### config.mk
export PLATFORM = sky130hd
export DESIGN_NAME = fdl_back
export DESIGN_NICKNAME = d
export VERILOG_FILES = /design/src/rtl/fdl_pkg.sv /design/src/rtl/fdl_back.sv
export SDC_FILE = /design/constraint.sdc
export NUM_CORES = 1
export LEC_CHECK = 0
export ABC_AREA = 1
export BUFFER_PORTS_ARGS = -buffer_cell sky130_fd_sc_hd__buf_4
export CAP_MARGIN = 0
export CORE_MARGIN = 2
export CORE_UTILIZATION = 46
export DETAILED_ROUTE_END_ITERATION = 7
export PLACE_DENSITY = 0.74
export SLEW_MARGIN = 0
export SYNTH_ARGS = -nofsm -noshare
export SYNTH_HDL_FRONTEND = slang
export SYNTH_SLANG_ARGS = --single-unit
### constraint.sdc
create_clock -name clk -period 3.8 [get_ports clk]
set_input_delay 0.57 -clock clk [delete_from_list [all_inputs] [get_ports clk]]
set_output_delay 0.57 -clock clk [all_outputs]
set_load 0.005 [all_outputs]
### src/rtl/fdl_pkg.sv
// ----------------------------------------------------------------------------
// fdl_pkg
// shared types and constants of the fractional delay line
// ----------------------------------------------------------------------------
package fdl_pkg;

    localparam int DEPTH      = 1024;
    localparam int SAMPLE_W   = 24;
    localparam int DELAY_W    = 10;
    localparam int FRAC_W     = 16;
    localparam int ADDR_W     = $clog2(DEPTH);
    localparam int FILL_W     = $clog2(DEPTH + 1);
    localparam int CFG_IDX_W  = 1;
    localparam int CFG_DATA_W = (DELAY_W > FRAC_W) ? DELAY_W : FRAC_W;
    localparam int QDEPTH     = 4;
    localparam int QPTR_W     = $clog2(QDEPTH);
    localparam int QCNT_W     = $clog2(QDEPTH + 1);
    localparam int PROD_W     = SAMPLE_W + 1 + FRAC_W + 1;
    localparam int ROUND_HALF = 1 << (FRAC_W - 1);

    localparam logic [CFG_IDX_W-1:0] REG_DELAY = CFG_IDX_W'(0);
    localparam logic [CFG_IDX_W-1:0] REG_FRAC  = CFG_IDX_W'(1);

    typedef logic signed [SAMPLE_W-1:0] sample_t;
    typedef logic signed [SAMPLE_W:0]   diff_t;
    typedef logic [ADDR_W-1:0]          addr_t;
    typedef logic [DELAY_W-1:0]         delay_t;
    typedef logic [FRAC_W-1:0]          frac_t;
    typedef logic [QCNT_W-1:0]          qcnt_t;

    // one job handed from front to back: older tap and newer-minus-older
    typedef struct packed {
        sample_t a;
        diff_t   diff;
    } job_t;

    // sample store access issued by the front
    typedef struct packed {
        logic    we;
        addr_t   waddr;
        sample_t wdata;
        logic    re;
        addr_t   raddr_a;
        addr_t   raddr_b;
    } ram_req_t;

    function automatic addr_t sat_delay(input delay_t d);
        if (int'(d) > DEPTH - 1)
        begin
            return addr_t'(DEPTH - 1);
        end
        return addr_t'(d);
    endfunction

endpackage

### src/rtl/fdl_back.sv
// ----------------------------------------------------------------------------
// fdl_back
// linear blend of the two taps with round to nearest, output register
// ----------------------------------------------------------------------------
module fdl_back (
    input  logic             clk,
    input  logic             rst_n,
    input  fdl_pkg::frac_t   interp_fraction,
    input  logic             q_valid,
    input  fdl_pkg::job_t    q_head,
    output logic             q_rd,
    output logic             empty,
    input  logic             pop,
    output fdl_pkg::sample_t sample_out
);
    import fdl_pkg::*;

    logic                       p1_valid_reg;
    sample_t                    p1_a_reg;
    logic signed [PROD_W-1:0]   p1_prod_reg;
    logic                       out_valid_reg;
    sample_t                    out_sample_reg;

    logic                       out_take;
    logic                       p1_adv;
    logic                       p1_take;
    logic signed [PROD_W-1:0]   prod;
    logic signed [PROD_W:0]     rounded;
    logic signed [PROD_W-FRAC_W:0] step;
    logic signed [PROD_W-FRAC_W:0] sum;

    assign out_take = !out_valid_reg || pop;
    assign p1_adv   = p1_valid_reg && out_take;
    assign p1_take  = !p1_valid_reg || out_take;
    assign q_rd     = q_valid && p1_take;

    assign prod    = PROD_W'($signed(q_head.diff) * $signed({1'b0, interp_fraction}));
    assign rounded = (PROD_W + 1)'(p1_prod_reg) + (PROD_W + 1)'(ROUND_HALF);
    assign step    = rounded[PROD_W:FRAC_W];
    assign sum     = (PROD_W - FRAC_W + 1)'(p1_a_reg) + step;

    always_ff @(posedge clk or negedge rst_n)
    begin
        if (!rst_n)
        begin
            p1_valid_reg  <= 1'b0;
            out_valid_reg <= 1'b0;
        end
        else
        begin
            if (p1_take)
            begin
                p1_valid_reg <= q_valid;
            end
            if (out_take)
            begin
                out_valid_reg <= p1_valid_reg;
            end
        end
    end

    always_ff @(posedge clk)
    begin
        if (q_rd)
        begin
            p1_a_reg    <= q_head.a;
            p1_prod_reg <= prod;
        end
        if (p1_adv)
        begin
            out_sample_reg <= sum[SAMPLE_W-1:0];
        end
    end

    assign empty      = !out_valid_reg;
    assign sample_out = out_sample_reg;

endmodule

==> results by group <==
Final layout
  – Area added between synthesis and finish: 29.7%
  – Nets: 3298
  – Commonest non-fill, non-tap cell in the layout: inv_1
  – Share of cells above drive strength 1: 26.2%
  – Max reg flops: 25
  – Fillers: 3374
  – ANT cells: 0
  – Fin area: 24800 sq um
  – Most frequent cells in the layout: 670 x inv_1, 578 x nand2_1, 351 x fa_1

Outcome
  – Status: complete, but fails checks
  – Failing checks: setup timing

Worst hold path
  – Hold path startpoint: q_head[33]
  – Hold Path Class: in2reg
  – Hold Path End: p1_a_reg[8]$_DFFE_PP_
  – WHS Path Cells: 1

Synth
  – Syn_nets: 3022
  – Synth unique cells: 38
  – Average size of a mapped cell: 7.79 sq um
  – Main combinational cell family by area after synthesis: adder cells
  – Compound-gate portion of the synthesized area: 3.35%
  – Mux cell area share after synthesis: 0%
  – Seq cells post-synth: 75
  – Post-synthesis simple-gate area fraction: 18.5%
  – Netlist area before placement: 19100 sq um
  – Xor-xnor portion of the synthesized cell area: 2.70%
  – Yosys Warn Count: 0
  – Register area share after synthesis: 11.7%
  – Synth Instances: 2455
  – Adder-cell area share of the yosys netlist: 47.4%

Setup path
  – CP required: 3900 ps
  – R2R Setup Slk: 660 ps
  – Reg2reg end: sample_out[21]$_DFFE_PP_
  – WP buf/inv: 6
  – Crit-path cells: buf_16 > buf_8 > nand2_2 > fa_2 > fa_2 > fa_1 > inv_2 > fa_1 > fa_1 > inv_2 > fa_1 > inv_2 > ha_4 > nand2_4 > nor2_4 > inv_2 > nor3_2 > nand2_1 > nand2_2 > nand2_1 > nand2_2 > nand2_1 > nand3_1 > nand2_1
  – Cells on worst reg2reg path: 16
  – Startpoint Class: input port
  – Critical path class: in2reg
  – R2r startpoint: p1_prod_reg[15]$_DFFE_PP_
  – Worst stage delay on the critical path: 610 ps
  – Worst-path maximum fanout: 5
  – CP max stage cell: fa_2
  – CP Capture Type: flop
  – Cell family with most CP delay: adder cells
  – Crit path arrival time: 5380 ps

Run
  – MaxCap Viol Count: 0

Placement
  – DP HPWL: 42.7 mm
  – PortBufs: 94
  – RD Place Congestion: 0.956
  – Post-place instance area: 22400 sq um

Timing
  – Least-Margin Pin Slew: 1260 ps
  – Final setup fails: 25
  – Layout Skew: 10.5 ps
  – Final period demand of the worst path: 5280 ps
  – Final hold vios: 0
  – Fin worst setup slack: -1480 ps
  – Slew Limit Fails: 0
  – RSZ-0062 raised after global routing: true
  – Setup TNS: -35180 ps
  – Max frequency: 189 MHz
  – Slew margin rel.: 15.9%
  – Final Cycle Share: 139%

Drt
  – DRC viols: 0
  – DR WL/cell: 16.0 um
  – Via Count: 16.3k
  – Drt first-iter violations: 956
  – Antenna Nets Post-Route: 0
  – DRT Pass-1 Iters: 5
  – Post-Route WL: 52.3 mm
  – Vias/cell: 4.98

GRT
  – GRT Total Usage: 24.8%
  – Pin count of the biggest net entering global routing: 29
  – GRT overflow: 0
  – Number of antenna violations at the first check in global routing: 0
  – Vias in the first global route: 18.0k
  – Global-route wire length before repair: 86.6 mm

Floorplanning
  – DIE WIDTH: 208 um
  – Row cnt: 74
  – Core footprint: 40900 sq um
  – I/O pin cnt: 95
  – Die Y: 208 um
  – Die area: 43200 sq um
  – Initial cell density of the core: 46.7%

Clock network
  – Clk_lat worst skew: 340 ps
  – Clock slew at reported path FFs: 60 ps
  – H-tree depth: 3
  – CTS Buf Count: 9
  – CTS tree: yes
  – CTS max path bufs: 2
  – CTS Root Cell: clkbuf_16
  – Clk sinks: 75
==> stage by stage <==
stage | hold slack [ps] | instances | utilization (%) | setup WS, ps
after floorplan | 274 | 2455 | - | -1580
after global placement | 352 | 3198 | 54.8 | -1980
after detailed placement | 354 | 3198 | 54.8 | -2020
after CTS | 396 | 3253 | 59.2 | -1440
after global routing | 389 | 3268 | 60.6 | -1640
final | 404 | 3268 | 60.6 | -1480
==> metal layers <==
| metal | up-vias | GRT usage, % | wire length (um) |
|---|---|---|---|
| li1 | 7567 | - | - |
| met1 | 7904 | 30.6 | 20900 |
| met2 | 630 | 43.8 | 26100 |
| met3 | 159 | 3.54 | 3380 |
| met4 | 0 | 9.39 | 1950 |
| met5 | - | 0 | 0 |
==> logic make-up after synthesis <==
kind of cell / after synthesis
flip-flops: 75
AND/OR/NAND/NOR: 880
buffers and inverters: 827
adder cells (fa/ha/maj): 498
XOR/XNOR: 59
AO/OA/AOI/OAI: 116
==> worst reg2reg max path: stages, from the launching register on <==
cell and delay [ps]:
edfxtp_1 350, ha_1 200, nand2_2 80, nor2_4 160, nand4_4 140, nor2_4 190, nand2_4 80, nor2_1 120
xnor2_1 130, inv_1 50, ha_1 390, nand2_1 130, nor2_1 210, nand2_1 90, or3_1 400, nand4_1 100
nand2_1 70
==> cell usage after synthesis, drive strengths merged <==
library cell  number  share of area [%]
inv              733                 14
nand2            682                 14
fa               378                 40
ha               120                7.9
nor2              99                2.2
clkbuf            92                1.8
edfxtp            73                 11
a21oi             65                1.7
nand3             61                1.6
xor2              41                1.9
o21ai             26               0.68
xnor2             18               0.82
nand4             14               0.54
nor3              14               0.39
o21bai            12               0.47
a31oi              5               0.16
a21o               4               0.16
nor4               3              0.098
or2                3              0.098
buf                2              0.052
dfrtp              2               0.26
a211oi             1              0.039
a21boi             1              0.059
and2               1              0.033
and3               1              0.033
nand3b             1              0.039
o21a               1              0.039
o31ai              1              0.039
or3                1              0.033
==> area by class of cell <==
cell class / count / area [sq um] / share of cell area [%]
multi-input cells: 1553 / 15300 / 61.8
repair buffers: 359 / 3470 / 14.0
inverters: 733 / 2760 / 11.1
flip-flops and latches: 75 / 2240 / 9.04
well taps: 532 / 666 / 2.68
clock buffers: 9 / 225 / 0.908
clock inverters: 7 / 106 / 0.429
==> what timing repair did <==
item / 4_1_cts / 5_1_grt
setup buffers: 33 / 14
hold buffers: 1 / 0
resized for setup: 277 / 134
endpoints found under the hold margin: 2 / 0
pin swaps: 115 / 85
endpoints found under the setup margin: 25 / 25
cloned: 6 / 1
==> worst max path at each step <==
stage | from | endpoint | slack [ps] | cells after the start
detailed placement | interp_fraction[8] | p1_prod_reg[38]$_DFFE_PP_ | -2020 | 21
finish | interp_fraction[2] | p1_prod_reg[36]$_DFFE_PP_ | -1480 | 24
global placement | interp_fraction[2] | p1_prod_reg[39]$_DFFE_PP_ | -1980 | 24
global route | interp_fraction[2] | p1_prod_reg[36]$_DFFE_PP_ | -1640 | 24
floorplan | interp_fraction[3] | p1_prod_reg[39]$_DFFE_PP_ | -1580 | 24
CTS | interp_fraction[7] | p1_prod_reg[28]$_DFFE_PP_ | -1440 | 26
Power is left out: the tool's default activity adds up to more than one toggle a clock period on the data nets, which glitch-free logic cannot reach.
