### config.mk
export PLATFORM = sky130hd
export DESIGN_NAME = fdl_queue
export DESIGN_NICKNAME = d
export VERILOG_FILES = /design/src/rtl/fdl_pkg.sv /design/src/rtl/fdl_queue.sv
export SDC_FILE = /design/constraint.sdc
export NUM_CORES = 1
export LEC_CHECK = 0
export BUFFER_PORTS_ARGS = -buffer_cell sky130_fd_sc_hd__buf_2
export CAP_MARGIN = 20
export CORE_ASPECT_RATIO = 0.9
export CORE_MARGIN = 1
export CORE_UTILIZATION = 30
export CTS_CLUSTER_DIAMETER = 120
export DETAILED_ROUTE_END_ITERATION = 10
export GPL_ROUTABILITY_DRIVEN = 1
export SYNTH_ARGS = -nofsm -noshare
export SYNTH_HDL_FRONTEND = slang
export SYNTH_SLANG_ARGS = --single-unit
### constraint.sdc
create_clock -name clk -period 2.4 [get_ports clk]
set_input_delay 0.48 -clock clk [delete_from_list [all_inputs] [get_ports clk]]
set_output_delay 0.48 -clock clk [all_outputs]
set_load 0.1 [all_outputs]
### src/rtl/fdl_pkg.sv
// ----------------------------------------------------------------------------
// fdl_pkg
// shared types and constants of the fractional delay line
// ----------------------------------------------------------------------------
package fdl_pkg;

    localparam int DEPTH      = 1024;
    localparam int SAMPLE_W   = 24;
    localparam int DELAY_W    = 10;
    localparam int FRAC_W     = 16;
    localparam int ADDR_W     = $clog2(DEPTH);
    localparam int FILL_W     = $clog2(DEPTH + 1);
    localparam int CFG_IDX_W  = 1;
    localparam int CFG_DATA_W = (DELAY_W > FRAC_W) ? DELAY_W : FRAC_W;
    localparam int QDEPTH     = 4;
    localparam int QPTR_W     = $clog2(QDEPTH);
    localparam int QCNT_W     = $clog2(QDEPTH + 1);
    localparam int PROD_W     = SAMPLE_W + 1 + FRAC_W + 1;
    localparam int ROUND_HALF = 1 << (FRAC_W - 1);

    localparam logic [CFG_IDX_W-1:0] REG_DELAY = CFG_IDX_W'(0);
    localparam logic [CFG_IDX_W-1:0] REG_FRAC  = CFG_IDX_W'(1);

    typedef logic signed [SAMPLE_W-1:0] sample_t;
    typedef logic signed [SAMPLE_W:0]   diff_t;
    typedef logic [ADDR_W-1:0]          addr_t;
    typedef logic [DELAY_W-1:0]         delay_t;
    typedef logic [FRAC_W-1:0]          frac_t;
    typedef logic [QCNT_W-1:0]          qcnt_t;

    // one job handed from front to back: older tap and newer-minus-older
    typedef struct packed {
        sample_t a;
        diff_t   diff;
    } job_t;

    // sample store access issued by the front
    typedef struct packed {
        logic    we;
        addr_t   waddr;
        sample_t wdata;
        logic    re;
        addr_t   raddr_a;
        addr_t   raddr_b;
    } ram_req_t;

    function automatic addr_t sat_delay(input delay_t d);
        if (int'(d) > DEPTH - 1)
        begin
            return addr_t'(DEPTH - 1);
        end
        return addr_t'(d);
    endfunction

endpackage

### src/rtl/fdl_queue.sv
// ----------------------------------------------------------------------------
// fdl_queue
// short job queue between front and back
// ----------------------------------------------------------------------------
module fdl_queue (
    input  logic           clk,
    input  logic           rst_n,
    input  logic           wr,
    input  fdl_pkg::job_t  wr_job,
    input  logic           rd,
    output logic           valid,
    output fdl_pkg::job_t  head,
    output fdl_pkg::qcnt_t level
);
    import fdl_pkg::*;

    job_t                slot [QDEPTH];
    logic [QPTR_W-1:0]   wr_ptr_reg;
    logic [QPTR_W-1:0]   rd_ptr_reg;
    qcnt_t               count_reg;
    logic                do_rd;

    assign valid = (count_reg != '0);
    assign head  = slot[rd_ptr_reg];
    assign level = count_reg;
    assign do_rd = rd && valid;

    always_ff @(posedge clk or negedge rst_n)
    begin
        if (!rst_n)
        begin
            wr_ptr_reg <= '0;
            rd_ptr_reg <= '0;
            count_reg  <= '0;
        end
        else
        begin
            if (wr)
            begin
                wr_ptr_reg <= (wr_ptr_reg == QPTR_W'(QDEPTH - 1)) ? '0
                                                                  : wr_ptr_reg + QPTR_W'(1);
            end
            if (do_rd)
            begin
                rd_ptr_reg <= (rd_ptr_reg == QPTR_W'(QDEPTH - 1)) ? '0
                                                                  : rd_ptr_reg + QPTR_W'(1);
            end
            if (wr && !do_rd)
            begin
                count_reg <= count_reg + qcnt_t'(1);
            end
            else if (do_rd && !wr)
            begin
                count_reg <= count_reg - qcnt_t'(1);
            end
        end
    end

    always_ff @(posedge clk)
    begin
        if (wr)
        begin
            slot[wr_ptr_reg] <= wr_job;
        end
    end

endmodule

==> impl_metrics.json, run 1 <==
{
  "status": "finished with violations",
  "violations": "setup timing",
  "ys_seq_area_share_pct": 80.3,
  "rsz0062_at_grt": "true",
  "drive_above_1_share_pct": 48.4,
  "coreArea_um2": 24500,
  "gp_congestion": 0.666,
  "synth-adder-area-share_pct": 1.26,
  "end_kind": "output pin",
  "syn_to_final_growth_pct": 26.7,
  "synthTopCellsByArea": "edfxtp_1, mux4_2, dfrtp_1",
  "cp.required_ps": 1920,
  "slew_viol_final": 0,
  "post-route-period-util_pct": 103,
  "cts_sinks": 203,
  "cts-root-buf": "clkbuf_16",
  "skew_ps": 6.57,
  "highest-signal-layer": "met4",
  "final_nets": 484,
  "netlist_instances": 293,
  "fillerInstances": 2196,
  "dr_wl_met2_mm": 6.70,
  "synth_top_family_by_area": "multiplexers",
  "yosysMostFrequentCell": "edfxtp_1",
  "synth.largest_area_cell": "edfxtp_1",
  "fin_crit_ps": 2480,
  "rows": 54,
  "synthSimpleGateAreaFrac_pct": 0.812,
  "max_stage_delay_ps": 590,
  "synth-async-reset-ratio_pct": 3.45,
  "cts_buffers": 23,
  "drt_iter0_drc": 191,
  "insertion_delay_ps": 490,
  "synth-main-ff-cell": "edfxtp_1",
  "grt-ovfl-total": 0,
  "initial_core_util_pct": 30.9,
  "ys_types": 20,
  "final_util_pct": 39.1,
  "cp.buffers_inverters": 2,
  "tightest_slew_ps": 497,
  "antenna_found_initial": 1,
  "n_antenna_cell": 0,
  "hold_path.class": "in2reg",
  "startpoint_type": "flip-flop",
  "wl_mm": 13.6,
  "htreeDepth": 1,
  "wl_met3_um": 789,
  "dieArea_um2": 25800,
  "synth_commonest_cells": "edfxtp_1, mux4_2, dfrtp_1, ha_1",
  "instances_no_fill": 776,
  "hold_violations": 0,
  "ant_nets": 0,
  "io_buffers": 105,
  "post_cts_buffers": 0,
  "dp.cells": 734,
  "grt_util_all_layers_pct": 10.8,
  "whs_endpoint": "slot[3][42]$_DFFE_PP_",
  "routed_via_density": 4.35,
  "largest_reg_flops": 196,
  "synth-seq-cells": 203,
  "drt_pre_antenna_iters": 4,
  "drc": 0,
  "crit_path_top_delay_cell": "mux4_2",
  "timing.hold.ws_ps": 197,
  "synth_edf_count": 196,
  "synth-xor-area-share_pct": 0.348,
  "drt-met1-wl_mm": 5.74,
  "grt_pass1_wl_mm": 21.1,
  "maxCapViolations": 0,
  "min_from": "wr_job[42]",
  "synthesis.nets": 353,
  "fin_ws_ps": -83.7,
  "grt_pass1_vias": 3730,
  "fp.dieW_um": 169,
  "critPathMaxFanout": 26,
  "synth_compound_area_share_pct": 0.133,
  "setup_viol": 49,
  "path_cells": "buf_16 -> mux4_2 -> buf_8",
  "synth_top_area_share_pct": 78.0,
  "path_clk_slew_ps": 60,
  "wire_per_inst_um": 17.5,
  "holdPathStages": 1,
  "fp.dieH_um": 152,
  "cts_tree": "done",
  "cp_top_family": "multiplexers",
  "synth_warnings": 0,
  "top_register": "slot",
  "clockBufferDepth": 3,
  "io_pins": 106,
  "relSlewSlack_pct": 67.1,
  "muxShareOfSynthArea_pct": 15.1,
  "cp_data_arrival_time_ps": 2000,
  "synth_area_per_cell_um2": 25.8,
  "netlist_area_um2": 7550,
  "critPathKind": "reg2out",
  "fmax_ghz": 0.403,
  "dp_hpwl_mm": 8.28,
  "worstReg2RegStart": "level[1]$_DFFE_PN0P_",
  "via_count": 3378,
  "rrSetupSlack_ps": 320,
  "r2r_cells": 8,
  "timing.rr.end": "level[2]$_DFFE_PN0P_",
  "grt_max_degree": 28
}
final cells by class:
type	count	area [um2]	share of cell area, %
well taps	336	420	4.40
flip-flops and latches	203	6070	63.5
repair buffers	118	996	10.4
clock inverters	15	131	1.37
multi-input cells	75	1340	14.0
clock buffers	26	587	6.14
inverters	3	11.3	0.118
worst max-delay path by stage:
stage | from | end | slack (ps) | depth (start not counted)
floorplan | level[2]$_DFFE_PN0P_ | level[2]$_DFFE_PN0P_ | 20 | 8
global placement | level[2]$_DFFE_PN0P_ | level[2]$_DFFE_PN0P_ | 310 | 8
detailed placement | level[1]$_DFFE_PN0P_ | level[2]$_DFFE_PN0P_ | 320 | 8
CTS | rd_ptr_reg[0]$_DFFE_PN0P_ | head[19] | -130 | 3
global route | rd_ptr_reg[0]$_DFFE_PN0P_ | head[12] | -160 | 3
finish | rd_ptr_reg[0]$_DFFE_PN0P_ | head[12] | -80 | 3
stage by stage:
step | cell area (um2) | worst slack [ps] | TNS, ps
global placement | 8500 | 308 | 0
CTS | 9460 | -132 | -4350
floorplan | 7560 | 15.5 | 0
global route | 9560 | -162 | -6160
detailed placement | 8500 | 319 | 0
finish | 9560 | -83.7 | -2160
worst reg2reg max path: stages (launching register included):
cell and delay [ps]:
dfrtp_4 500, or3_4 390, nand2_4 80, ha_1 190
inv_1 60, fa_1 370, xor2_1 160, nor2_1 110
xor2_1 150
metal layers:
layer | up-vias | global-route usage (%)
met4 | 0 | 3.39
met1 | 1746 | 13.3
met5 | - | 0
li1 | 1510 | -
met2 | 93 | 18.2
met3 | 29 | 3.04
cell usage in the layout (no fill, tap or decap), drive strengths merged, types with 3 or more instances in the layout:
cell type | netlist | final
clkbuf | 1 | 26
inv | 3 | 5
ha | 6 | 6
nor2 | 3 | 3
nand2 | 3 | 3
clkinv | 0 | 9
dfrtp | 7 | 7
and2 | 4 | 4
mux4 | 49 | 49
mux2 | 3 | 3
edfxtp | 196 | 196
buf | 11 | 117
what timing repair did:
action	in CTS	in global routing
hold buffers	1	0
pin swaps	0	0
endpoints found under the hold margin	7	0
endpoints found under the setup margin	49	49
resized for setup	77	27
kinds of logic after synthesis:
kind of cell | after synthesis
and+or+nand+nor | 11
adders and majority gates | 7
AOI/OAI and AO/OA | 2
buffers and inverters | 15
xor gates and xnor gates | 3
DFF | 203
muxes | 52
Power of run 1 is left out: the tool's default activity adds up to more than one toggle a clock period on the data nets, which glitch-free logic cannot reach.
==> inputs of run 2 (changes only) <==
Settings changed: ABC_CLOCK_PERIOD_IN_PS set to 2600.
Clock period 2.4 ns to 2.6 ns, I/O delays scaled along.
==> impl_metrics.json, run 2 (synthesis gave the netlist of run 1 again) <==
{
  "status": "finished, final reports clean",
  "io_buffers": 105,
  "ant_nets": 0,
  "min_from": "wr_job[7]",
  "path_clk_slew_ps": 60,
  "hold_violations": 0,
  "holdPathStages": 1,
  "largest_reg_flops": 196,
  "dp_hpwl_mm": 8.59,
  "syn_to_final_growth_pct": 25.1,
  "post-route-period-util_pct": 97.3,
  "worstReg2RegStart": "level[0]$_DFFE_PN0P_",
  "drt_iter0_drc": 157,
  "grt_max_degree": 31,
  "r2r_cells": 8,
  "fin_crit_ps": 2530,
  "rsz0062_at_grt": "true",
  "final_common_cell": "edfxtp_1",
  "multi_input_area_um2": 1340,
  "drt_pre_antenna_iters": 4,
  "initial_core_util_pct": 30.9,
  "top_register": "slot",
  "fp.dieH_um": 152,
  "drc": 0,
  "gp_congestion": 0.666,
  "max_stage_delay_ps": 580,
  "finalInstanceArea_um2": 9440,
  "dieArea_um2": 25800,
  "fillerInstances": 2254,
  "layout_common_cells": "edfxtp_1, buf_2, mux4_2",
  "grt_pass1_vias": 3901,
  "cp.required_ps": 2080,
  "skew_ps": 12.4,
  "whs_endpoint": "slot[0][7]$_DFFE_PP_",
  "insertion_delay_ps": 500,
  "n_antenna_cell": 0,
  "placed_area_um2": 8500,
  "cts_buffers": 22,
  "cts_sinks": 203,
  "maxCapViolations": 0,
  "grt_util_all_layers_pct": 11.4,
  "setup_viol": 0,
  "cts_tree": "done",
  "instances_no_fill": 776,
  "startpoint_type": "flip-flop",
  "fmax_ghz": 0.395,
  "end_kind": "output pin",
  "path_cells": "buf_16 -> mux4_2 -> buf_6",
  "antenna_found_initial": 0,
  "dp.cells": 735,
  "htreeDepth": 1,
  "tightest_slew_ps": 495,
  "clockBufferDepth": 3,
  "relSlewSlack_pct": 67.2,
  "cts-root-buf": "clkbuf_16",
  "rows": 54,
  "wire_per_inst_um": 18.3,
  "fp.dieW_um": 169,
  "io_pins": 106,
  "seq_area_um2": 6070,
  "critPathKind": "reg2out",
  "rrSetupSlack_ps": 490,
  "grt_pass1_wl_mm": 22.2,
  "final_nets": 485,
  "coreArea_um2": 24500,
  "crit_path_top_delay_cell": "mux4_2",
  "final_util_pct": 38.6,
  "timing.rr.end": "level[2]$_DFFE_PN0P_",
  "slew_viol_final": 0,
  "routed_via_density": 4.42,
  "grt-ovfl-total": 0,
  "hold_path.class": "in2reg",
  "cp_data_arrival_time_ps": 2010,
  "critPathMaxFanout": 30,
  "wl_mm": 14.2,
  "via_count": 3428,
  "drive_above_1_share_pct": 47.3
}
[run 2: cell types whose count changed in the layout (fill, tap and decap cells not counted), moves of 2 or more]
cell	delta
buf_4	+15
clkinvlp_4	-2
buf_2	+5
clkbuf_1	+5
buf_8	-2
inv_6	-2
clkinv_2	-3
buf_6	-17
[run 2: metrics by stage]
stage	setup slack [ps]	hold WS, ps	TNS (ps)
finish	69.7	227	0
global route	-23.0	200	-72.6
CTS	0.514	196	0
detailed placement	331	371	0
global placement	331	358	0
floorplan	151	224	0
[run 2: worst max path at each step]
stage | from | cells past startpoint | slack [ps] | endpoint
6_report | rd_ptr_reg[0]$_DFFE_PN0P_ | 3 | 70 | head[35]
5_1_grt | rd_ptr_reg[0]$_DFFE_PN0P_ | 3 | -20 | head[35]
4_1_cts | rd_ptr_reg[0]$_DFFE_PN0P_ | 3 | 0.5 | head[7]
3_5_place_dp | rd_ptr_reg[1]$_DFFE_PN0P_ | 3 | 330 | head[26]
3_3_place_gp | rd_ptr_reg[1]$_DFFE_PN0P_ | 3 | 330 | head[27]
2_1_floorplan | level[0]$_DFFE_PN0P_ | 8 | 150 | level[2]$_DFFE_PN0P_
[run 2: layout make-up]
| class | count | share of cell area, % |
|---|---|---|
| Clock buffer | 30 | 6.15 |
| Clock inverter | 9 | 1.11 |
| Inverter | 3 | 0.119 |
| Multi-Input combinational cell | 75 | 14.2 |
| Sequential cell | 203 | 64.3 |
| Tap cell | 336 | 4.45 |
| Timing Repair Buffer | 120 | 9.66 |
[run 2: critical path: cells and delay by family, from the launching register on]
family	cells	cell delay, ps
buf+inv	2	470
flops	1	450
mux	1	580
[run 2: timing repair]
| item | 4_1_cts | 5_1_grt |
|---|---|---|
| buffers inserted | 1 | 0 |
| resized for setup | 45 | 33 |
| hold buffers | 1 | 0 |
| cloned | 0 | 0 |
| endpoints found under the setup margin | 49 | 32 |
| hold endpoints to repair | 7 | 0 |
[run 2: routing by layer]
| layer | share of wire (%) | GRT usage, % | vias up | wire length, um |
|---|---|---|---|---|
| met5 | 0 | 0 | - | 0 |
| met4 | 2.6 | 3.39 | 0 | 371 |
| met3 | 5.9 | 3.17 | 25 | 835 |
| met2 | 50 | 19.5 | 100 | 7140 |
| met1 | 41 | 14.0 | 1796 | 5870 |
| li1 | - | - | 1507 | - |
Power of run 2 is left out for the same reason.
==> inputs of run 3 (changes only) <==
Settings changed: ABC_CLOCK_PERIOD_IN_PS 2600 to unset, BUFFER_PORTS_ARGS -buffer_cell sky130_fd_sc_hd__buf_2 to unset, DONT_BUFFER_PORTS set to 1.
==> impl_metrics.json, run 3 (synthesis gave the netlist of run 1 again) <==
{
  "fillerInstances": 2214,
  "slew_viol_final": 0,
  "gp_congestion": 0.673,
  "end_kind": "output pin",
  "drt_iter0_drc": 172,
  "startpoint": "rd_ptr_reg[0]$_DFFE_PN0P_",
  "worstReg2RegStart": "level[0]$_DFFE_PN0P_",
  "coreArea_um2": 24500,
  "n_antenna_cell": 0,
  "multi_input_area_um2": 1340,
  "seq_area_um2": 6070,
  "htreeDepth": 1,
  "cp.required_ps": 2080,
  "cts_buffers": 22,
  "timing.rr.end": "level[2]$_DFFE_PN0P_",
  "min_from": "wr_job[0]",
  "use_met1_pct": 11.9,
  "via_count": 3121,
  "relSlewSlack_pct": 62.8,
  "insertion_delay_ps": 500,
  "drt_pre_antenna_iters": 4,
  "ant_nets": 0,
  "rsz0062_at_grt": "true",
  "status": "finished, final reports clean",
  "clockBufferDepth": 3,
  "routed_via_density": 4.44,
  "crit_end": "head[39]",
  "wire_per_inst_um": 19.5,
  "grt_util_all_layers_pct": 10.6,
  "placed_area_um2": 8510,
  "io_pins": 106,
  "cts-root-buf": "clkbuf_16",
  "initial_core_util_pct": 30.9,
  "r2r_cells": 8,
  "dieArea_um2": 25800,
  "top_register": "slot",
  "drc": 0,
  "hold_path.class": "in2reg",
  "finalInstanceArea_um2": 9340,
  "io_buffers": 0,
  "final_nets": 415,
  "grt_pass1_vias": 3481,
  "largest_reg_flops": 196,
  "fmax_ghz": 0.394,
  "wl_mm": 13.7,
  "global_route.usage.met2_pct": 18.6,
  "layout_common_cells": "edfxtp_1, mux4_2, buf_12",
  "startpoint_type": "flip-flop",
  "fin_crit_ps": 2540,
  "tightest_slew_ps": 560,
  "cp_data_arrival_time_ps": 2020,
  "grt-ovfl-total": 0,
  "fp.dieH_um": 152,
  "finalSetupTns_ps": 0,
  "grt_pass1_wl_mm": 20.4,
  "antenna_found_initial": 0,
  "final_common_cell": "edfxtp_1",
  "maxCapViolations": 0,
  "rrSetupSlack_ps": 560,
  "use_met3_pct": 3.58,
  "syn_to_final_growth_pct": 23.7,
  "cts_tree": "done",
  "skew_ps": 12.9,
  "rows": 54,
  "top_usage_layer": "met2",
  "post-route-period-util_pct": 97.7,
  "path_clk_slew_ps": 60,
  "grt_max_degree": 33,
  "timing.hold.ws_ps": 113,
  "hold_violations": 0,
  "fp.dieW_um": 169,
  "dp_hpwl_mm": 8.01,
  "setup_viol": 0,
  "critPathKind": "reg2out",
  "drive_above_1_share_pct": 38.7,
  "cts_sinks": 203,
  "critPathMaxFanout": 6
}
[run 3: cell count changes in the layout (fill, tap and decap cells not counted), sizes merged]
cell	before	now
buf	118	47
clkbuf	31	27
clkinv	7	5
clkinvlp	0	2
bufinv	2	3
inv	3	4
[run 3: critical path, stage by stage, from the launching register on]
cell and delay (ps):
dfrtp_4 480, buf_12 150, buf_4 160, mux4_2 720
[run 3: through the flow]
step                      instances  util [%]  setup WS [ps]
after CTS                       699      37.8           2.23
final                           703      38.2           60.9
after floorplan                 293         -            151
after detailed placement        660      34.8            390
after global routing            703      38.2          -6.46
after global placement          660      34.8            390
[run 3: worst min-delay path by stage]
| stage | endpoint | slack [ps] | cells after the start |
|---|---|---|---|
| floorplan | level[0]$_DFFE_PN0P_ | 220 | 0 |
| global placement | level[2]$_DFFE_PN0P_ | 220 | 0 |
| detailed placement | level[0]$_DFFE_PN0P_ | 220 | 0 |
| CTS | slot[1][0]$_DFFE_PP_ | 90 | 0 |
| global route | slot[1][0]$_DFFE_PP_ | 90 | 0 |
| finish | slot[1][0]$_DFFE_PP_ | 110 | 0 |
[run 3: timing repair]
item	in CTS	in global routing
hold buffers	1	0
gates cloned	0	2
buffers inserted	2	2
endpoints found under the hold margin	7	0
resized for setup	0	1
endpoints found under the setup margin	39	16
[run 3: routing by layer]
layer | part of all wire (%) | wire (um)
met1 | 38 | 5180
met2 | 52 | 7120
met3 | 7.4 | 1010
met4 | 3.0 | 418
met5 | 0 | 0
[run 3: final cells by class]
type	instances	area share, %
Multi-Input combinational cell	75	14.3
Timing Repair Buffer	50	8.35
Inverter	3	0.121
Clock inverter	11	1.45
Clock buffer	25	6.24
Tap cell	336	4.50
Sequential cell	203	65.0
Power of run 3 is left out for the same reason.
