### config.mk
export PLATFORM = sky130hd
export DESIGN_NAME = fdl_front
export DESIGN_NICKNAME = d
export VERILOG_FILES = /design/src/rtl/fdl_pkg.sv /design/src/rtl/fdl_front.sv
export SDC_FILE = /design/constraint.sdc
export NUM_CORES = 1
export LEC_CHECK = 0
export ABC_AREA = 1
export BUFFER_PORTS_ARGS = -buffer_cell sky130_fd_sc_hd__buf_2
export CAP_MARGIN = 20
export CORE_UTILIZATION = 45
export DETAILED_ROUTE_END_ITERATION = 6
export HOLD_SLACK_MARGIN = 0.08
export PLACE_DENSITY = 0.76
export SYNTH_ARGS = -nofsm -noshare
export SYNTH_HDL_FRONTEND = slang
export SYNTH_SLANG_ARGS = --single-unit
### constraint.sdc
create_clock -name clk -period 3 [get_ports clk]
set_clock_uncertainty 0.15 [all_clocks]
set_input_delay 0.3 -clock clk [delete_from_list [all_inputs] [get_ports clk]]
set_output_delay 0.3 -clock clk [all_outputs]
set_load 0.005 [all_outputs]
### src/rtl/fdl_pkg.sv
// ----------------------------------------------------------------------------
// fdl_pkg
// shared types and constants of the fractional delay line
// ----------------------------------------------------------------------------
package fdl_pkg;

    localparam int DEPTH      = 1024;
    localparam int SAMPLE_W   = 24;
    localparam int DELAY_W    = 10;
    localparam int FRAC_W     = 16;
    localparam int ADDR_W     = $clog2(DEPTH);
    localparam int FILL_W     = $clog2(DEPTH + 1);
    localparam int CFG_IDX_W  = 1;
    localparam int CFG_DATA_W = (DELAY_W > FRAC_W) ? DELAY_W : FRAC_W;
    localparam int QDEPTH     = 4;
    localparam int QPTR_W     = $clog2(QDEPTH);
    localparam int QCNT_W     = $clog2(QDEPTH + 1);
    localparam int PROD_W     = SAMPLE_W + 1 + FRAC_W + 1;
    localparam int ROUND_HALF = 1 << (FRAC_W - 1);

    localparam logic [CFG_IDX_W-1:0] REG_DELAY = CFG_IDX_W'(0);
    localparam logic [CFG_IDX_W-1:0] REG_FRAC  = CFG_IDX_W'(1);

    typedef logic signed [SAMPLE_W-1:0] sample_t;
    typedef logic signed [SAMPLE_W:0]   diff_t;
    typedef logic [ADDR_W-1:0]          addr_t;
    typedef logic [DELAY_W-1:0]         delay_t;
    typedef logic [FRAC_W-1:0]          frac_t;
    typedef logic [QCNT_W-1:0]          qcnt_t;

    // one job handed from front to back: older tap and newer-minus-older
    typedef struct packed {
        sample_t a;
        diff_t   diff;
    } job_t;

    // sample store access issued by the front
    typedef struct packed {
        logic    we;
        addr_t   waddr;
        sample_t wdata;
        logic    re;
        addr_t   raddr_a;
        addr_t   raddr_b;
    } ram_req_t;

    function automatic addr_t sat_delay(input delay_t d);
        if (int'(d) > DEPTH - 1)
        begin
            return addr_t'(DEPTH - 1);
        end
        return addr_t'(d);
    endfunction

endpackage

### src/rtl/fdl_front.sv
// ----------------------------------------------------------------------------
// fdl_front
// accepts samples, drives the sample store and builds interpolation jobs
// ----------------------------------------------------------------------------
module fdl_front (
    input  logic              clk,
    input  logic              rst_n,
    input  logic              push,
    output logic              full,
    input  fdl_pkg::sample_t  sample_in,
    input  fdl_pkg::delay_t   delay_samples,
    input  fdl_pkg::qcnt_t    q_level,
    output fdl_pkg::ram_req_t ram_req,
    input  fdl_pkg::sample_t  rdata_a,
    input  fdl_pkg::sample_t  rdata_b,
    output logic              job_push,
    output fdl_pkg::job_t     job
);
    import fdl_pkg::*;

    logic                accept;
    logic                bypass;
    addr_t               d_sat;
    addr_t               rd;
    addr_t               nx;
    logic [ADDR_W:0]     rd_wide;
    logic [QCNT_W:0]     level;

    addr_t               wp_reg;
    addr_t               wp_next;
    logic [FILL_W-1:0]   fill_reg;
    logic [FILL_W-1:0]   fill_next;
    logic                s1_valid_reg;
    logic                s1_bypass_reg;
    logic                s1_fwd_reg;
    logic                s1_a_ok_reg;
    logic                s1_b_ok_reg;
    sample_t             s1_sample_reg;

    sample_t             tap_a;
    sample_t             tap_b;

    assign level  = {1'b0, q_level} + (QCNT_W + 1)'(s1_valid_reg);
    assign full   = (level >= (QCNT_W + 1)'(QDEPTH));
    assign accept = push && !full;
    assign bypass = (delay_samples == '0);
    assign d_sat  = sat_delay(delay_samples);

    // read position wraps around the store
    always_comb
    begin
        if (wp_reg >= d_sat)
        begin
            rd_wide = {1'b0, wp_reg} - {1'b0, d_sat};
        end
        else
        begin
            rd_wide = {1'b0, wp_reg} + (ADDR_W + 1)'(DEPTH) - {1'b0, d_sat};
        end
        rd = rd_wide[ADDR_W-1:0];
        nx = (rd == addr_t'(DEPTH - 1)) ? '0 : rd + addr_t'(1);
    end

    assign wp_next   = (wp_reg == addr_t'(DEPTH - 1)) ? '0 : wp_reg + addr_t'(1);
    assign fill_next = (fill_reg == FILL_W'(DEPTH)) ? fill_reg : fill_reg + FILL_W'(1);

    assign ram_req.we      = accept && !bypass;
    assign ram_req.waddr   = wp_reg;
    assign ram_req.wdata   = sample_in;
    assign ram_req.re      = accept && !bypass;
    assign ram_req.raddr_a = rd;
    assign ram_req.raddr_b = nx;

    always_ff @(posedge clk or negedge rst_n)
    begin
        if (!rst_n)
        begin
            wp_reg       <= '0;
            fill_reg     <= '0;
            s1_valid_reg <= 1'b0;
        end
        else
        begin
            s1_valid_reg <= accept;
            if (accept && !bypass)
            begin
                wp_reg   <= wp_next;
                fill_reg <= fill_next;
            end
        end
    end

    always_ff @(posedge clk)
    begin
        if (accept)
        begin
            s1_bypass_reg <= bypass;
            s1_sample_reg <= sample_in;
            s1_fwd_reg    <= (d_sat == addr_t'(1));
            s1_a_ok_reg   <= (FILL_W'(rd) < fill_reg);
            s1_b_ok_reg   <= (FILL_W'(nx) < fill_reg);
        end
    end

    // entries never written read as zero; delay of one takes the new sample
    always_comb
    begin
        if (s1_bypass_reg)
        begin
            tap_a = s1_sample_reg;
            tap_b = s1_sample_reg;
        end
        else
        begin
            tap_a = s1_a_ok_reg ? rdata_a : '0;
            if (s1_fwd_reg)
            begin
                tap_b = s1_sample_reg;
            end
            else
            begin
                tap_b = s1_b_ok_reg ? rdata_b : '0;
            end
        end
    end

    assign job_push = s1_valid_reg;
    assign job.a    = tap_a;
    assign job.diff = diff_t'(tap_b) - diff_t'(tap_a);

endmodule

==> impl_metrics.py, run 1 <==
metrics = {
    "job": {
        "drv_cap": 0,
    },
    "logic_synthesis": {
        "synth-seq-cells": 50,
        "synth_largest_area_cell": "edfxtp_1",
        "synth.most_common_cell": "nand2_1",
        "synth_area_um2": 5410,
        "yosysTopAreaCellShare_pct": 15.5,
        "synthCells": 775,
        "synth_cell_type_count": 44,
        "synth_fp_nets": 920,
        "synthTopCellsByCount": "198 x nand2_1, 117 x inv_1, 55 x ha_1",
        "seq_area_frac_synth_pct": 25.7,
        "ys_warn_count": 0,
        "synthArstFlopShare_pct": 44.0,
        "syn_avg_cell_area_um2": 6.98,
        "ys_top_cells_by_area": "edfxtp_1 16%, nand2_1 14%, ha_1 13%, dfrtp_1 10%, inv_1 8.1%",
        "synth_ff_type": "edfxtp_1",
        "synth_edf_count": 28,
    },
    "clock_tree": {
        "htree_levels": 2,
        "cts_made_buffers": 5,
        "clock-sinks": 50,
        "cts-root-buf": "clkbuf_16",
        "cts.path.max_buffers": 2,
        "worstSkewPairLatency_ps": 290,
        "tritoncts": "done",
        "clk_pin_slew_ps": 70,
    },
    "power": {
        "switchingPower_w": 0.00275,
        "peakVddDrop_uv": 963,
        "power.density_nw_per_um2": 662,
        "clkPwrFrac_pct": 10.6,
        "comb_power_share_pct": 74.4,
        "power_report.internal_total_w": 0.00341,
        "sw_frac_of_total_pct": 44.6,
        "p_leak_nw": 4.65,
        "seq_power_share_pct": 15.1,
    },
    "timing": {
        "rsz0062_at_grt": "true",
        "hold_viol_final": 0,
        "setup_viol": 30,
        "final.setup.worst_slack_ps": -578,
        "period_minus_slack_ps": 3580,
        "maxSlewHeadroom_pct": 51.4,
        "finalCritPeriodShare_pct": 119,
        "tightestPinTransition_ps": 727,
        "slew_viol_final": 0,
        "max_freq_mhz": 280,
    },
    "placement": {
        "place.gp.congestion": 0.953,
        "numPortBuffers": 194,
        "dpl.hpwl_mm": 13.2,
        "post-place-ws_ps": -411,
    },
    "outcome": {
        "outcome": "complete, but fails checks",
        "violations": "design-rule violations, negative setup slack",
    },
    "die": {
        "rows": 39,
        "die_area_um2": 12500,
        "ioPinCount": 195,
        "fp.dieW_um": 112,
        "die_y_um": 112,
        "coreArea_um2": 11600,
        "initial_utilization_pct": 46.8,
    },
    "global_route": {
        "grt_pass1_vias": 6961,
        "grt_pass1_wl_mm": 32.3,
        "grt_max_degree": 30,
        "antenna_found_initial": 0,
        "grt_usage_pct": 32.3,
        "overflow": 0,
    },
    "setup_path": {
        "cp-start-kind": "flip-flop",
        "critical_path.max_fanout": 6,
        "path_class": "flip-flop to output pin",
        "end_kind": "output pin",
        "crit_arrival_ps": 3130,
        "rr_worst_depth": 21,
        "cp.required_ps": 2550,
    },
    "route": {
        "via_per_inst": 5.70,
        "drt_iter0_drc": 596,
        "drt-wirelength-per-cell_um": 18.4,
        "postRouteAntennaNets": 0,
        "wl_mm": 23.5,
        "dr.pass1.iters": 7,
        "drc": 18,
        "vias": 7285,
    },
    "cells_and_area": {
        "nets": 1279,
        "largest_reg_flops": 24,
        "postLayoutCoreUtil_pct": 80.5,
        "syn_to_final_growth_pct": 71.9,
        "n_antenna_cell": 0,
        "drive_gt1_share_pct": 51.9,
        "n_fill_cell": 681,
    },
    "hold_path": {
        "hold_class": "input port to flip-flop",
        "worstHoldPathCells": 1,
    },
}
[through the flow]
step,cells,total power (W),hold slack [ps],TNS [ps],cell area [µm²]
2_1_floorplan,775,0.00266,-146,-308,5430
3_3_place_gp,1197,0.00410,164,-615,7290
3_5_place_dp,1197,0.00419,162,-1140,7290
4_1_cts,1267,0.00544,92.2,-4110,8810
5_1_grt,1277,0.00647,94.0,-11520,9310
6_report,1277,0.00616,106,-8870,9310
[power by group through the flow]
| stage | Clock (W) | Combinational (W) | Sequential, W |
|---|---|---|---|
| floorplan | 0 | 0.00173 | 0.000934 |
| global placement | 0 | 0.00318 | 0.000927 |
| detailed placement | 0 | 0.00326 | 0.000930 |
| CTS | 0.000655 | 0.00386 | 0.000918 |
| global route | 0.000678 | 0.00486 | 0.000936 |
| finish | 0.000652 | 0.00458 | 0.000928 |
[cell usage in the layout (no fill, tap or decap), drive strengths merged, types with 3 or more instances in the layout]
cell / synthesis / routed
buf: 27 / 367
xnor2: 13 / 13
inv: 120 / 119
dlygate4sd3: 0 / 24
nand3: 51 / 51
nand2: 208 / 208
xor2: 28 / 28
o21ai: 54 / 54
a31oi: 6 / 6
ha: 55 / 55
dfrtp: 22 / 22
nor2: 47 / 47
a21oi: 43 / 43
nand3b: 3 / 3
nor4: 7 / 7
nand4: 10 / 10
o21a: 3 / 3
clkbuf: 12 / 7
nor3: 19 / 19
edfxtp: 28 / 28
[per-layer routing]
layer  up-vias  GRT usage, %  wire (µm)
li1       3234             -          -
met1      3395          35.1       8170
met2       508          60.4      12000
met3       148          4.30       1950
met4         0          17.7       1430
met5         -             0          0
[worst max-delay path: stages, from the launching register on]
cell and delay, ps:
edfxtp_1 430, buf_6 150, nor2_4 190, buf_4 150, buf_6 110, nand3_1 130, nand2_2 130, ha_4 220
a21o_1 180, a31oi_1 210, nand2_1 140, a21oi_2 160, inv_1 100, a31oi_1 220, xnor2_1 160, buf_2 140
[area by class of cell]
class	instances	area (µm²)	share of cell area (%)
inverters	120	470	5.06
clock buffers	7	164	1.76
well taps	143	179	1.92
multi-input cells	566	4360	46.8
repair buffers	391	2750	29.5
flip-flops and latches	50	1390	15.0
[path summary, 6_finish.rpt]
check / start / end / slack [ps]
setup / recovery: s1_bypass_reg$_DFFE_PP_ / job[15] / -580
hold / removal: sample_in[20] / s1_sample_reg[20]$_DFFE_PP_ / 110
setup reg to reg: wp_reg[0]$_DFFE_PN0P_ / s1_b_ok_reg$_DFFE_PP_ / -510
hold reg to reg: fill_reg[9]$_DFFE_PN0P_ / fill_reg[9]$_DFFE_PN0P_ / 340
max in group asynchronous: rst_n / wp_reg[9]$_DFFE_PN0P_ / 1950
min in group asynchronous: rst_n / fill_reg[4]$_DFFE_PN0P_ / 380
[what timing repair did]
action / CTS / global route
cloned: 3 / 0
endpoints found under the setup margin: 30 / 32
pin swaps: 65 / 47
gates resized for setup: 194 / 101
hold buffers: 24 / 0
endpoints found under the hold margin: 45 / 0
setup buffers: 39 / 15
[kinds of logic (layout without fill, tap and decap cells)]
logic type	Yosys count	count (layout)	synth area share (%)
adders and majority gates	57	57	13.5
buffers and inverters	159	518	12.8
DFF	50	50	25.7
and+or+nand+nor	348	348	28.6
AOI/OAI and AO/OA	120	120	12.8
xor gates and xnor gates	41	41	6.63
Note: power is estimated with default switching activity, not from simulation.
==> run 2, diff against run 1 <==
--- a/config.mk
+++ b/config.mk
@@ -5,13 +5,12 @@
 export SDC_FILE = /design/constraint.sdc
 export NUM_CORES = 1
 export LEC_CHECK = 0
-export ABC_AREA = 1
 export BUFFER_PORTS_ARGS = -buffer_cell sky130_fd_sc_hd__buf_2
 export CAP_MARGIN = 20
-export CORE_UTILIZATION = 45
+export CORE_UTILIZATION = 46
 export DETAILED_ROUTE_END_ITERATION = 6
 export HOLD_SLACK_MARGIN = 0.08
-export PLACE_DENSITY = 0.76
+export PLACE_DENSITY = 0.89
 export SYNTH_ARGS = -nofsm -noshare
 export SYNTH_HDL_FRONTEND = slang
 export SYNTH_SLANG_ARGS = --single-unit
==> run 2 against run 1 <==
The run ends with negative setup slack left; largest power group unchanged; global-route usage increased by 3.1 points; critical path depth decreased by 2; combinational power increased by 5.9%; maximum frequency decreased by 14%; worst setup slack got worse by 570 ps; die area decreased by 8.3%.
==> impl_metrics.py, run 2 <==
metrics = {
    "logic_synthesis": {
        "ys_top_cells_by_area": "edfxtp_1 17%, ha_1 14%, dfrtp_1 11%, nand2_1 6.0%, xnor2_1 5.7%",
        "seq_area_frac_synth_pct": 27.5,
        "synth_largest_area_cell": "edfxtp_1",
        "synthCells": 621,
        "synth_ff_type": "edfxtp_1",
        "synth_cell_type_count": 62,
        "synth.most_common_cell": "nand2_1",
        "synth_area_um2": 5060,
        "syn_avg_cell_area_um2": 8.16,
        "synth_fp_nets": 766,
        "yosysTopAreaCellShare_pct": 16.6,
        "synth-seq-cells": 50,
        "synth_edf_count": 28,
        "ys_warn_count": 0,
        "synthTopCellsByCount": "81 x nand2_1, 64 x inv_1, 55 x ha_1",
        "synthArstFlopShare_pct": 44.0,
    },
    "hold_path": {
        "hold_class": "input port to flip-flop",
        "hold_end": "s1_fwd_reg$_DFFE_PP_",
        "worstHoldPathCells": 3,
        "hp-start": "delay_samples[0]",
    },
    "cells_and_area": {
        "n_fill_cell": 530,
        "seq_area_um2": 1390,
        "layout_commonest_cell": "buf_2",
        "syn_to_final_growth_pct": 73.4,
        "nets": 1152,
        "n_antenna_cell": 0,
        "final_cell_mix": "185 x buf_2, 163 x buf_4, 77 x nand2_1, 60 x inv_1, 44 x buf_6",
        "largest_reg_flops": 24,
        "multi_input_area_um2": 3920,
        "drive_gt1_share_pct": 51.5,
    },
    "placement": {
        "post-place-ws_ps": -949,
        "dpl.hpwl_mm": 13.6,
        "place.gp.congestion": 0.941,
        "numPortBuffers": 194,
    },
    "global_route": {
        "antenna_found_initial": 0,
        "overflow": 0,
        "grt_usage_pct": 35.4,
        "grt_max_degree": 30,
        "grt_pass1_wl_mm": 31.6,
        "grt_pass1_vias": 6631,
    },
    "die": {
        "rows": 37,
        "ioPinCount": 195,
        "die_y_um": 107,
        "coreArea_um2": 10500,
        "fp.dieW_um": 107,
        "initial_utilization_pct": 48.2,
        "die_area_um2": 11400,
    },
    "setup_path": {
        "critical_path.max_fanout": 5,
        "path_class": "flip-flop to output pin",
        "rr_endpoint": "s1_b_ok_reg$_DFFE_PP_",
        "end_kind": "output pin",
        "crit_arrival_ps": 3690,
        "cp.required_ps": 2550,
        "r2r_start": "wp_reg[0]$_DFFE_PN0P_",
        "r2r_slack_ps": -1120,
        "cp-start-kind": "flip-flop",
        "rr_worst_depth": 18,
    },
    "route": {
        "dr.pass1.iters": 5,
        "wl_mm": 23.2,
        "drt-wirelength-per-cell_um": 20.3,
        "postRouteAntennaNets": 0,
        "vias": 6807,
        "drc": 0,
        "drt_iter0_drc": 648,
        "via_per_inst": 5.95,
    },
    "timing": {
        "maxSlewHeadroom_pct": 54.0,
        "period_minus_slack_ps": 4140,
        "rsz0062_at_grt": "true",
        "hold_slack_ps": 282,
        "finalCritPeriodShare_pct": 138,
        "tightestPinTransition_ps": 683,
        "slew_viol_final": 0,
        "setup_viol": 35,
        "max_freq_mhz": 241,
        "hold_viol_final": 0,
        "final.setup.worst_slack_ps": -1140,
    },
    "clock_tree": {
        "tritoncts": "done",
        "clock-sinks": 50,
        "clk_pin_slew_ps": 110,
        "cts_made_buffers": 5,
        "worstSkewPairLatency_ps": 310,
        "cts-root-buf": "clkbuf_8",
        "htree_levels": 2,
        "cts.path.max_buffers": 2,
    },
    "power": {
        "p_total_w": 0.00640,
        "power.density_nw_per_um2": 729,
        "p_leak_nw": 4.34,
        "peakVddDrop_uv": 1090,
    },
    "job": {
        "drv_cap": 0,
    },
    "outcome": {
        "outcome": "complete, but fails checks",
        "violations": "negative setup slack",
    },
}
-- run 2: cell types whose count changed after synthesis, sizes merged, moves of 7 or more --
cell    previous run  this run
xor2              28         8
o211ai             2         9
nand2            208        81
o21a               3        12
nand3             51        16
o21ai             54        45
a22oi              0        22
inv              120        64
a21oi             43        31
xnor2             13        34
nor2b              0         8
-- run 2: cell type report --
cell class                      count  share of cell area [%]
Clock buffer                        5                   0.783
Tap cell                          136                    1.94
Sequential cell                    50                    15.8
Clock inverter                      3                   0.783
Timing Repair Buffer              418                    33.2
Inverter                           64                    2.79
Multi-Input combinational cell    468                    44.7
-- run 2: worst max path at each step --
stage	from	to	slack, ps	depth (start not counted)
floorplan	wp_reg[0]$_DFFE_PN0P_	s1_b_ok_reg$_DFFE_PP_	-860	18
global placement	wp_reg[0]$_DFFE_PN0P_	s1_b_ok_reg$_DFFE_PP_	-830	18
detailed placement	wp_reg[0]$_DFFE_PN0P_	s1_b_ok_reg$_DFFE_PP_	-950	18
CTS	wp_reg[0]$_DFFE_PN0P_	s1_b_ok_reg$_DFFE_PP_	-960	18
global route	wp_reg[0]$_DFFE_PN0P_	s1_b_ok_reg$_DFFE_PP_	-1360	18
finish	s1_bypass_reg$_DFFE_PP_	job[23]	-1140	13
-- run 2: power by group --
part           leakage (nW)  switching [W]  internal [W]
logic                  3.74        0.00238       0.00247
registers             0.538       0.000106      0.000839
clock network        0.0683       0.000271      0.000335
-- run 2: critical path, stage by stage, from the launching register on --
cell and delay (ps):
edfxtp_1 430, or2_4 310, buf_4 180, o21ai_1 390, ha_1 350, o21a_1 130
o31a_1 130, o311a_1 340, o211ai_1 180, buf_4 160, a211oi_4 80, or2_4 290
a311oi_2 230, buf_2 170
-- run 2: metal layers --
layer	part of all wire [%]	vias up	GRT usage, %
met1	33	3138	37.3
met3	9.9	186	6.99
met5	0	-	0
met2	49	518	65.8
met4	8.5	0	18.7
li1	-	2965	-
-- run 2: metrics by stage --
stage          util, %  cell area, µm²  instances  TNS, ps
2_1_floorplan        -            5270        621    -3010
3_3_place_gp      69.4            7300       1066    -6600
3_5_place_dp      69.4            7300       1066    -8120
4_1_cts           80.0            8410       1135   -19940
5_1_grt           83.6            8780       1144   -29980
6_report          83.6            8780       1144   -25260
-- run 2: kinds of logic (layout without fill, tap and decap cells) --
family	after synthesis	count (layout)	synth area share [%]
compound gates	156	156	20.3
flops	50	50	27.5
fa+ha+maj	57	57	14.4
xor+xnor	42	42	7.41
mux	4	4	0.815
buf+inv	103	490	9.51
simple gates	209	209	20.2
-- run 2: timing repair --
action | 4_1_cts | 5_1_grt
hold endpoints to repair | 46 | 0
hold buffers | 25 | 0
pin swaps | 78 | 57
endpoints found under the setup margin | 33 | 39
setup buffers | 41 | 15
gates resized for setup | 98 | 66
